[config.mk]
export PLATFORM = sky130hd
export DESIGN_NAME = tcp_send_buffer_tracker
export DESIGN_NICKNAME = d
export VERILOG_FILES = /design/src/hw/rtl/tsbt_pkg.sv /design/src/hw/rtl/tcp_send_buffer_tracker.sv
export SDC_FILE = /design/constraint.sdc
export NUM_CORES = 2
export LEC_CHECK = 0
export BUFFER_PORTS_ARGS = -buffer_cell sky130_fd_sc_hd__buf_2
export CORE_ASPECT_RATIO = 0.6
export CORE_UTILIZATION = 45
export CTS_CLUSTER_SIZE = 25
export DETAILED_ROUTE_END_ITERATION = 8
export MAX_ROUTING_LAYER = met4
export PLACE_DENSITY = 0.65
export SYNTH_ARGS = -nofsm -noshare
export SYNTH_HDL_FRONTEND = slang
export SYNTH_SLANG_ARGS = --single-unit
[constraint.sdc]
create_clock -name aclk -period 24.3 [get_ports aclk]
set_clock_uncertainty 0.1 [all_clocks]
set_input_delay 4.86 -clock aclk [delete_from_list [all_inputs] [get_ports aclk]]
set_output_delay 4.86 -clock aclk [all_outputs]
set_load 0.02 [all_outputs]
[src/hw/rtl/tsbt_pkg.sv]
// Shared types and codes for the send-buffer tracker.
package tsbt_pkg;

    typedef enum logic [1:0] {
        OP_PUSH    = 2'd0,
        OP_ADVANCE = 2'd1,
        OP_ACK     = 2'd2,
        OP_RESET   = 2'd3
    } op_e_t;

    typedef enum logic [1:0] {
        STATUS_OK       = 2'd0,
        STATUS_FULL     = 2'd1,
        STATUS_OVERRUN  = 2'd2,
        STATUS_EXCESS   = 2'd3
    } status_e_t;

    typedef enum logic [1:0] {
        FSM_IDLE,
        FSM_EXEC,
        FSM_ACK
    } fsm_e_t;

    typedef logic [4:0] held_t;

    typedef struct packed {
        op_e_t       operation;
        logic [31:0] byte_count;
    } in_t;

    typedef struct packed {
        status_e_t   status;
        logic        write_done;
        logic [31:0] written_bytes;
        logic [31:0] unsent_bytes;
        logic [31:0] unacked_bytes;
        held_t       entries_held;
    } out_t;

endpackage

[src/hw/rtl/tcp_send_buffer_tracker.sv]
// Send-buffer tracker: ring of buffer lengths with send and acknowledge pointers.
//
//  channel | direction | handshake         | payload
//  --------+-----------+-------------------+------------------------------------
//  s_      | in        | s_valid / s_ready | tsbt_pkg::in_t  (operation, bytes)
//  m_      | out       | m_valid / m_ready | tsbt_pkg::out_t (one result a beat)
//
// Push, advance and reset pass an accept step, which also issues the ring read, and
// an execute step that uses the registered read data.
// An acknowledge pops buffers while its bytes cover the head, each pop reading the
// new head from the ring; a buffer left partly acknowledged takes one more step.
// Reset needs no clearing pass: only entries pushed since the last reset are read.
// A result not taken holds the block before the next result is written; no beat is lost.
module tcp_send_buffer_tracker #(
    parameter int QUEUE_DEPTH = 16
) (
    input  logic            aclk,
    input  logic            aresetn,
    input  logic            s_valid,
    output logic            s_ready,
    input  tsbt_pkg::in_t   s_data,
    output logic            m_valid,
    input  logic            m_ready,
    output tsbt_pkg::out_t  m_data
);

    localparam int CNT_W = $clog2(QUEUE_DEPTH + 1);
    localparam int IDX_W = $clog2(QUEUE_DEPTH);

    // Ring of buffer lengths, one registered read port and one write port.
    logic [31:0] ring [QUEUE_DEPTH];

    tsbt_pkg::fsm_e_t  state_reg, state_next;
    tsbt_pkg::op_e_t   op_reg, op_next;
    logic [31:0]       bytes_reg, bytes_next;
    logic [IDX_W-1:0]  head_reg, head_next;
    logic [CNT_W-1:0]  count_reg, count_next;
    logic [CNT_W-1:0]  send_entry_reg, send_entry_next;
    logic [31:0]       send_off_reg, send_off_next;
    logic [31:0]       ack_off_reg, ack_off_next;
    logic [31:0]       unsent_reg, unsent_next;
    logic [31:0]       unacked_reg, unacked_next;
    logic              m_valid_reg, m_valid_next;
    tsbt_pkg::out_t    m_data_reg, m_data_next;
    logic [31:0]       rd_data_reg;

    logic              rd_en;
    logic [IDX_W-1:0]  rd_addr;
    logic              wr_en;
    logic [IDX_W-1:0]  wr_addr;
    logic              out_free;
    logic              accept;
    logic [31:0]       len;
    logic [31:0]       rem_send;
    logic [31:0]       rem_ack;
    logic [31:0]       step_bytes;
    logic [31:0]       new_off;

    function automatic logic [IDX_W-1:0] slot_of(input logic [IDX_W-1:0] base,
                                                 input logic [CNT_W-1:0] rel);
        logic [CNT_W:0] sum;
        sum = (CNT_W + 1)'(base) + (CNT_W + 1)'(rel);
        if (sum >= (CNT_W + 1)'(QUEUE_DEPTH)) begin
            sum = sum - (CNT_W + 1)'(QUEUE_DEPTH);
        end
        return sum[IDX_W-1:0];
    endfunction

    assign out_free = !m_valid_reg || m_ready;
    assign s_ready  = (state_reg == tsbt_pkg::FSM_IDLE);
    assign accept   = s_valid && s_ready;
    assign m_valid  = m_valid_reg;
    assign m_data   = m_data_reg;

    assign len      = rd_data_reg;
    assign rem_send = len - send_off_reg;
    assign rem_ack  = len - ack_off_reg;

    always_comb begin
        state_next      = state_reg;
        op_next         = op_reg;
        bytes_next      = bytes_reg;
        head_next       = head_reg;
        count_next      = count_reg;
        send_entry_next = send_entry_reg;
        send_off_next   = send_off_reg;
        ack_off_next    = ack_off_reg;
        unsent_next     = unsent_reg;
        unacked_next    = unacked_reg;
        m_valid_next    = m_valid_reg && !m_ready;
        m_data_next     = m_data_reg;
        rd_en           = 1'b0;
        rd_addr         = head_reg;
        wr_en           = 1'b0;
        wr_addr         = slot_of(head_reg, count_reg);
        step_bytes      = bytes_reg;
        new_off         = send_off_reg;

        unique case (state_reg)
            tsbt_pkg::FSM_IDLE: begin
                if (accept) begin
                    op_next    = s_data.operation;
                    bytes_next = s_data.byte_count;
                    rd_en      = 1'b1;
                    if (s_data.operation == tsbt_pkg::OP_ADVANCE) begin
                        rd_addr = slot_of(head_reg, send_entry_reg);
                    end
                    if (s_data.operation == tsbt_pkg::OP_ACK) begin
                        state_next = tsbt_pkg::FSM_ACK;
                    end else begin
                        state_next = tsbt_pkg::FSM_EXEC;
                    end
                end
            end

            tsbt_pkg::FSM_EXEC: begin
                if (out_free) begin
                    m_data_next.status        = tsbt_pkg::STATUS_OK;
                    m_data_next.write_done    = 1'b0;
                    m_data_next.written_bytes = '0;
                    unique case (op_reg)
                        tsbt_pkg::OP_PUSH: begin
                            if (count_reg >= CNT_W'(QUEUE_DEPTH)) begin
                                m_data_next.status = tsbt_pkg::STATUS_FULL;
                            end else begin
                                wr_en        = 1'b1;
                                count_next   = count_reg + CNT_W'(1);
                                unsent_next  = unsent_reg + bytes_reg;
                                unacked_next = unacked_reg + bytes_reg;
                            end
                        end
                        tsbt_pkg::OP_ADVANCE: begin
                            if (send_entry_reg >= count_reg) begin
                                if (bytes_reg != 32'd0) begin
                                    m_data_next.status = tsbt_pkg::STATUS_OVERRUN;
                                end
                            end else begin
                                if (bytes_reg > rem_send) begin
                                    step_bytes         = rem_send;
                                    m_data_next.status = tsbt_pkg::STATUS_OVERRUN;
                                end
                                new_off     = send_off_reg + step_bytes;
                                unsent_next = unsent_reg - step_bytes;
                                if (new_off == len) begin
                                    send_entry_next           = send_entry_reg + CNT_W'(1);
                                    send_off_next             = '0;
                                    m_data_next.write_done    = 1'b1;
                                    m_data_next.written_bytes = len;
                                end else begin
                                    send_off_next = new_off;
                                end
                            end
                        end
                        tsbt_pkg::OP_RESET: begin
                            if (send_off_reg != 32'd0) begin
                                m_data_next.write_done    = 1'b1;
                                m_data_next.written_bytes = send_off_reg;
                            end
                            head_next       = '0;
                            count_next      = '0;
                            send_entry_next = '0;
                            send_off_next   = '0;
                            ack_off_next    = '0;
                            unsent_next     = '0;
                            unacked_next    = '0;
                        end
                        default: begin
                        end
                    endcase
                    m_data_next.unsent_bytes  = unsent_next;
                    m_data_next.unacked_bytes = unacked_next;
                    m_data_next.entries_held  = tsbt_pkg::held_t'(count_next);
                    m_valid_next = 1'b1;
                    state_next   = tsbt_pkg::FSM_IDLE;
                end
            end

            tsbt_pkg::FSM_ACK: begin
                priority if (bytes_reg == 32'd0 || count_reg == '0) begin
                    if (out_free) begin
                        m_data_next.status = (bytes_reg != 32'd0) ?
                            tsbt_pkg::STATUS_EXCESS : tsbt_pkg::STATUS_OK;
                        m_data_next.write_done    = 1'b0;
                        m_data_next.written_bytes = '0;
                        m_data_next.unsent_bytes  = unsent_reg;
                        m_data_next.unacked_bytes = unacked_reg;
                        m_data_next.entries_held  = tsbt_pkg::held_t'(count_reg);
                        m_valid_next = 1'b1;
                        state_next   = tsbt_pkg::FSM_IDLE;
                    end
                end else if (bytes_reg >= rem_ack) begin
                    // Pop the head and fetch the next one for the following cycle.
                    bytes_next   = bytes_reg - rem_ack;
                    unacked_next = unacked_reg - rem_ack;
                    ack_off_next = '0;
                    if (send_entry_reg == '0) begin
                        unsent_next   = unsent_reg - rem_send;
                        send_off_next = '0;
                    end else begin
                        send_entry_next = send_entry_reg - CNT_W'(1);
                    end
                    head_next  = slot_of(head_reg, CNT_W'(1));
                    count_next = count_reg - CNT_W'(1);
                    rd_en      = 1'b1;
                    rd_addr    = head_next;
                end else begin
                    ack_off_next = ack_off_reg + bytes_reg;
                    unacked_next = unacked_reg - bytes_reg;
                    bytes_next   = '0;
                end
            end

            default: begin
                state_next = tsbt_pkg::FSM_IDLE;
            end
        endcase
    end

    always_ff @(posedge aclk) begin
        if (wr_en) begin
            ring[wr_addr] <= bytes_reg;
        end
        if (rd_en) begin
            rd_data_reg <= ring[rd_addr];
        end
    end

    always_ff @(posedge aclk) begin
        if (!aresetn) begin
            state_reg      <= tsbt_pkg::FSM_IDLE;
            head_reg       <= '0;
            count_reg      <= '0;
            send_entry_reg <= '0;
            send_off_reg   <= '0;
            ack_off_reg    <= '0;
            unsent_reg     <= '0;
            unacked_reg    <= '0;
            m_valid_reg    <= 1'b0;
        end else begin
            state_reg      <= state_next;
            head_reg       <= head_next;
            count_reg      <= count_next;
            send_entry_reg <= send_entry_next;
            send_off_reg   <= send_off_next;
            ack_off_reg    <= ack_off_next;
            unsent_reg     <= unsent_next;
            unacked_reg    <= unacked_next;
            m_valid_reg    <= m_valid_next;
        end
    end

    always_ff @(posedge aclk) begin
        op_reg     <= op_next;
        bytes_reg  <= bytes_next;
        m_data_reg <= m_data_next;
    end

    assert property (@(posedge aclk) disable iff (!aresetn)
        count_reg <= CNT_W'(QUEUE_DEPTH))
        else $error("entry count exceeds the ring depth");

    assert property (@(posedge aclk) disable iff (!aresetn)
        send_entry_reg <= count_reg)
        else $error("send pointer lies beyond the queued buffers");

    assert property (@(posedge aclk) disable iff (!aresetn)
        count_reg == '0 |-> (unsent_reg == 32'd0 && unacked_reg == 32'd0 &&
                             send_off_reg == 32'd0 && ack_off_reg == 32'd0))
        else $error("empty queue still carries offsets or byte totals");

    assert property (@(posedge aclk) disable iff (!aresetn)
        s_valid && s_ready |=> !s_ready)
        else $error("second beat accepted while an item is in progress");

    assert property (@(posedge aclk) disable iff (!aresetn)
        m_valid && !m_ready |=> m_valid && $stable(m_data))
        else $error("pending result dropped or changed");

endmodule
==> key figures <==
Detailed routing
  • DR WL met2: 72060 µm
  • Drt via density: 6.273
  • Initial DRC count: 5502
  • Final ANT Viol Nets: 0
  • Total number of vias: 42185
  • Met1 WL: 85680 µm
  • DR DRC count: 0
  • 1st-pass router iterations: 6
  • Max layer used: met4
  • Routed wl met3: 24600 µm
  • Avg WL per Cell: 27.69 µm
  • Final wirelength: 186200 µm

Synth
  • Synthesized area per cell: 10.40 µm²
  • Register area share after synthesis: 0.4495
  • Share of flip-flops with an asynchronous set or reset: 0
  • Cell taking the most area after synthesis: edfxtp_1
  • Yosys reg bits: 827
  • Ranking of synthesized cells by area: edfxtp_1, ha_1, dfxtp_1, mux2i_1, a21oi_1
  • Mapped Cells: 5004
  • Top_reg_cell synth: edfxtp_1
  • Synthesis Warnings: 0
  • Syn nets: 5420
  • Cell Area, Synth: 52020 µm²
  • Area share of the largest cell type after synthesis: 0.3937
  • Post-synthesis cell type count: 109
  • EDFF count, synth: 682

Power and ir drop
  • Switching Power: 0.002317 W
  • Max VDD drop: 0.00006656 V
  • Power Dens Cells: 96.11 nW/µm²
  • P_int: 0.003200 W
  • P_leak: 23.32 nW
  • Power share of the combinational group: 0.452
  • Pwr Total: 0.005517 W
  • Clk pwr share: 0.231
  • Sequential share of power: 0.317
  • Sw frac: 0.4200

Finish
  • Layout net count: 5544
  • Layout cells sized above 1: 0.09756
  • Register area: 23380 µm²
  • Area Overhead vs Synth: 10.33%
  • Multi-input logic area: 26970 µm²
  • Fill cells: 10302
  • Number of flip-flops in the largest register: 512

Status
  • Outcome: finished clean

Worst setup path
  • Path length in cells of the critical path: 39
  • Critical path endpoint category: register
  • R2r setup slk: 12560 ps
  • CP bufs+invs: 4
  • Capture point of the worst reg-to-reg path: m_data[82]
  • CP Max Fanout: 49
  • Critical path class: register to register
  • Crit path DAT: 12190 ps
  • RR Startpoint: len[0]
  • CP peak stage delay: 710 ps
  • Critical path's slowest cell: nor4b_1
  • Critical Path Start: len[0]
  • Reg2Reg Depth: 39
  • Critical Path RT: 24750 ps
  • CP delay by family, top: compound AO/OA/AOI/OAI gates
  • CP Launch Type: register

Min path
  • End of the worst hold path: state_reg[1]
  • Hold Path Stages: 2
  • Worst hold path type: register to register
  • HP Start: state_reg[1]

Clock network
  • Num CTS Buffers: 82
  • CTS Hold Buffers Added: 0
  • Post-CTS setup buffers: 0
  • Number of H-tree levels: 3
  • Clock tree root buffer cell: clkbuf_16
  • Worst-Skew Late Latency: 730 ps
  • Post-CTS sizing: 0
  • Bufs on Longest Clock Path: 3
  • CTS tree: built
  • CTS sink count: 827
  • Reg clk slew, reported paths: 70 ps

Job
  • Max-cap violation count: 0

GRT
  • Total Routing Usage GR: 0.3209
  • Total grt overflow: 0
  • Vias in the first global route: 37902
  • Initial antenna violation count: 15
  • Largest net degree at the start of global routing: 114
  • First-pass GRT wire length: 265700 µm

Timing
  • Final Hold Fails: 0
  • Slew Viols, Final: 0
  • Slew @ Worst Pin: 1465 ps
  • Max Clk Rate: 0.08519 GHz
  • Final Cycle Share: 0.4831
  • RSZ-0062 raised after global routing: false
  • Setup TNS: 0 ps
  • Final setup violation count: 0
  • Relative slew slack: 0.01618
  • Min Tclk post-route: 11740 ps

Floorplan
  • Core Area: 114500 µm²
  • Die W: 441.0 µm
  • Top-Level Pins: 144
  • Die height: 265.4 µm
  • Initial core utilization: 0.4545
  • Die area: 117000 µm²
  • Num rows: 96

Placement
  • Port bufs: 143
  • Routability cong.: 1.041
  • Detailed placement HPWL: 133900 µm
[cell usage in the layout, fill, tap and decap left out, types with 20 or more instances in the layout]
| cell type | count |
|---|---|
| edfxtp_1 | 682 |
| a21oi_1 | 460 |
| ha_1 | 365 |
| nor2_1 | 355 |
| nand2_1 | 306 |
| mux2i_1 | 273 |
| inv_1 | 246 |
| o21ai_0 | 220 |
| xnor2_1 | 196 |
| a21o_1 | 173 |
| dfxtp_1 | 145 |
| buf_2 | 143 |
| xor2_1 | 116 |
| buf_4 | 111 |
| a22oi_1 | 87 |
| a22o_1 | 85 |
| clkbuf_16 | 82 |
| nand3_1 | 79 |
| o21a_1 | 69 |
| nor3_1 | 67 |
| o21bai_1 | 54 |
| a31oi_1 | 50 |
| mux2_2 | 48 |
| nand2b_1 | 46 |
| nand4_1 | 45 |
| a211oi_1 | 40 |
| nor2b_1 | 39 |
| o211ai_1 | 37 |
| o221ai_1 | 37 |
| nor4_1 | 30 |
| clkbuf_1 | 23 |
| o31ai_1 | 22 |
| and2_1 | 21 |
| and3_1 | 20 |
[final cells by class]
cell class                      instances  area share
Antenna cell                            9   0.0003924
Inverter                              249     0.01630
Timing Repair Buffer                  256     0.02768
Multi-Input combinational cell       3712      0.4698
Sequential cell                       827      0.4074
Tap cell                             1519     0.03311
Clock buffer                          106     0.03749
Clock inverter                         47    0.007825
[cells by family after synthesis]
family	count (synthesis)	synth area share
AO/OA/AOI/OAI	1566	0.2014
XOR/XNOR	312	0.05253
adder cells (fa/ha/maj)	383	0.09370
buffers and inverters	465	0.03603
flip-flops	827	0.4495
multiplexers	340	0.06703
AND/OR/NAND/NOR	1111	0.09988
[metrics by stage]
step / cells / cell area (µm²) / utilization / hold WS [ps] / setup slack [ps]
6_report: 6725 / 57400 / 0.5014 / 431.0 / 12560
5_1_grt: 6721 / 57390 / 0.5014 / 454.2 / 11930
4_1_cts: 6716 / 57380 / 0.5012 / 432.5 / 12950
3_5_place_dp: 6563 / 54780 / 0.4785 / 409.5 / 12990
3_3_place_gp: 6563 / 54780 / 0.4785 / 395.9 / 13180
2_1_floorplan: 5004 / 52020 / - / 348.6 / 15360
[cells in the mapped netlist, types with 21 or more instances]
library cell and n:
ha_1 366, buf_1 23, nor2b_1 40, a22o_1 85, nand2b_1 46, o211ai_1 37, nand4_1 45, clkbuf_1 131
inv_1 246, o221ai_1 37, nor2_1 374, nor4_1 30, xnor2_1 196, nand3_1 79, o21a_1 70, buf_2 50
a21o_1 173, and2_1 21, edfxtp_1 682, a31oi_1 50, o21bai_1 54, nand2_1 306, o21ai_0 220, a21oi_1 461
o31ai_1 22, nor3_1 68, xor2_1 116, mux2_2 48, dfxtp_1 145, a22oi_1 87, a211oi_1 40, mux2i_1 273
[worst register-to-register path: cells and delay by family, from the launching register on]
family          cells  cell delay, ps
compound gates     17            4070
xor+xnor            3             690
fa+ha+maj           5            1550
buf+inv             4            1130
flops               1             430
simple gates       10            3630
[power by group through the flow]
stage	logic, W	registers, W	clock network (W)
final	0.00249	0.00175	0.00128
after global routing	0.00269	0.00175	0.00134
after CTS	0.00242	0.00174	0.00129
after detailed placement	0.00240	0.00177	0
after global placement	0.00241	0.00177	0
after floorplan	0.00166	0.00178	0
[layer usage]
metal  global-route usage  vias to the layer above
li1                     -                    19140
met1               0.4815                    20544
met2               0.4121                     2253
met3               0.1032                      248
met4              0.06668                        0
met5                    -                        -
[how the worst max path moves through the flow]
stage / to / slack, ps
3_5_place_dp: m_data[73] / 12990
5_1_grt: m_data[73] / 11930
6_report: m_data[82] / 12560
4_1_cts: m_data[73] / 12950
2_1_floorplan: send_entry_reg[4] / 15360
3_3_place_gp: m_data[69] / 13180
No activity file was read; power rests on OpenSTA's default activity.
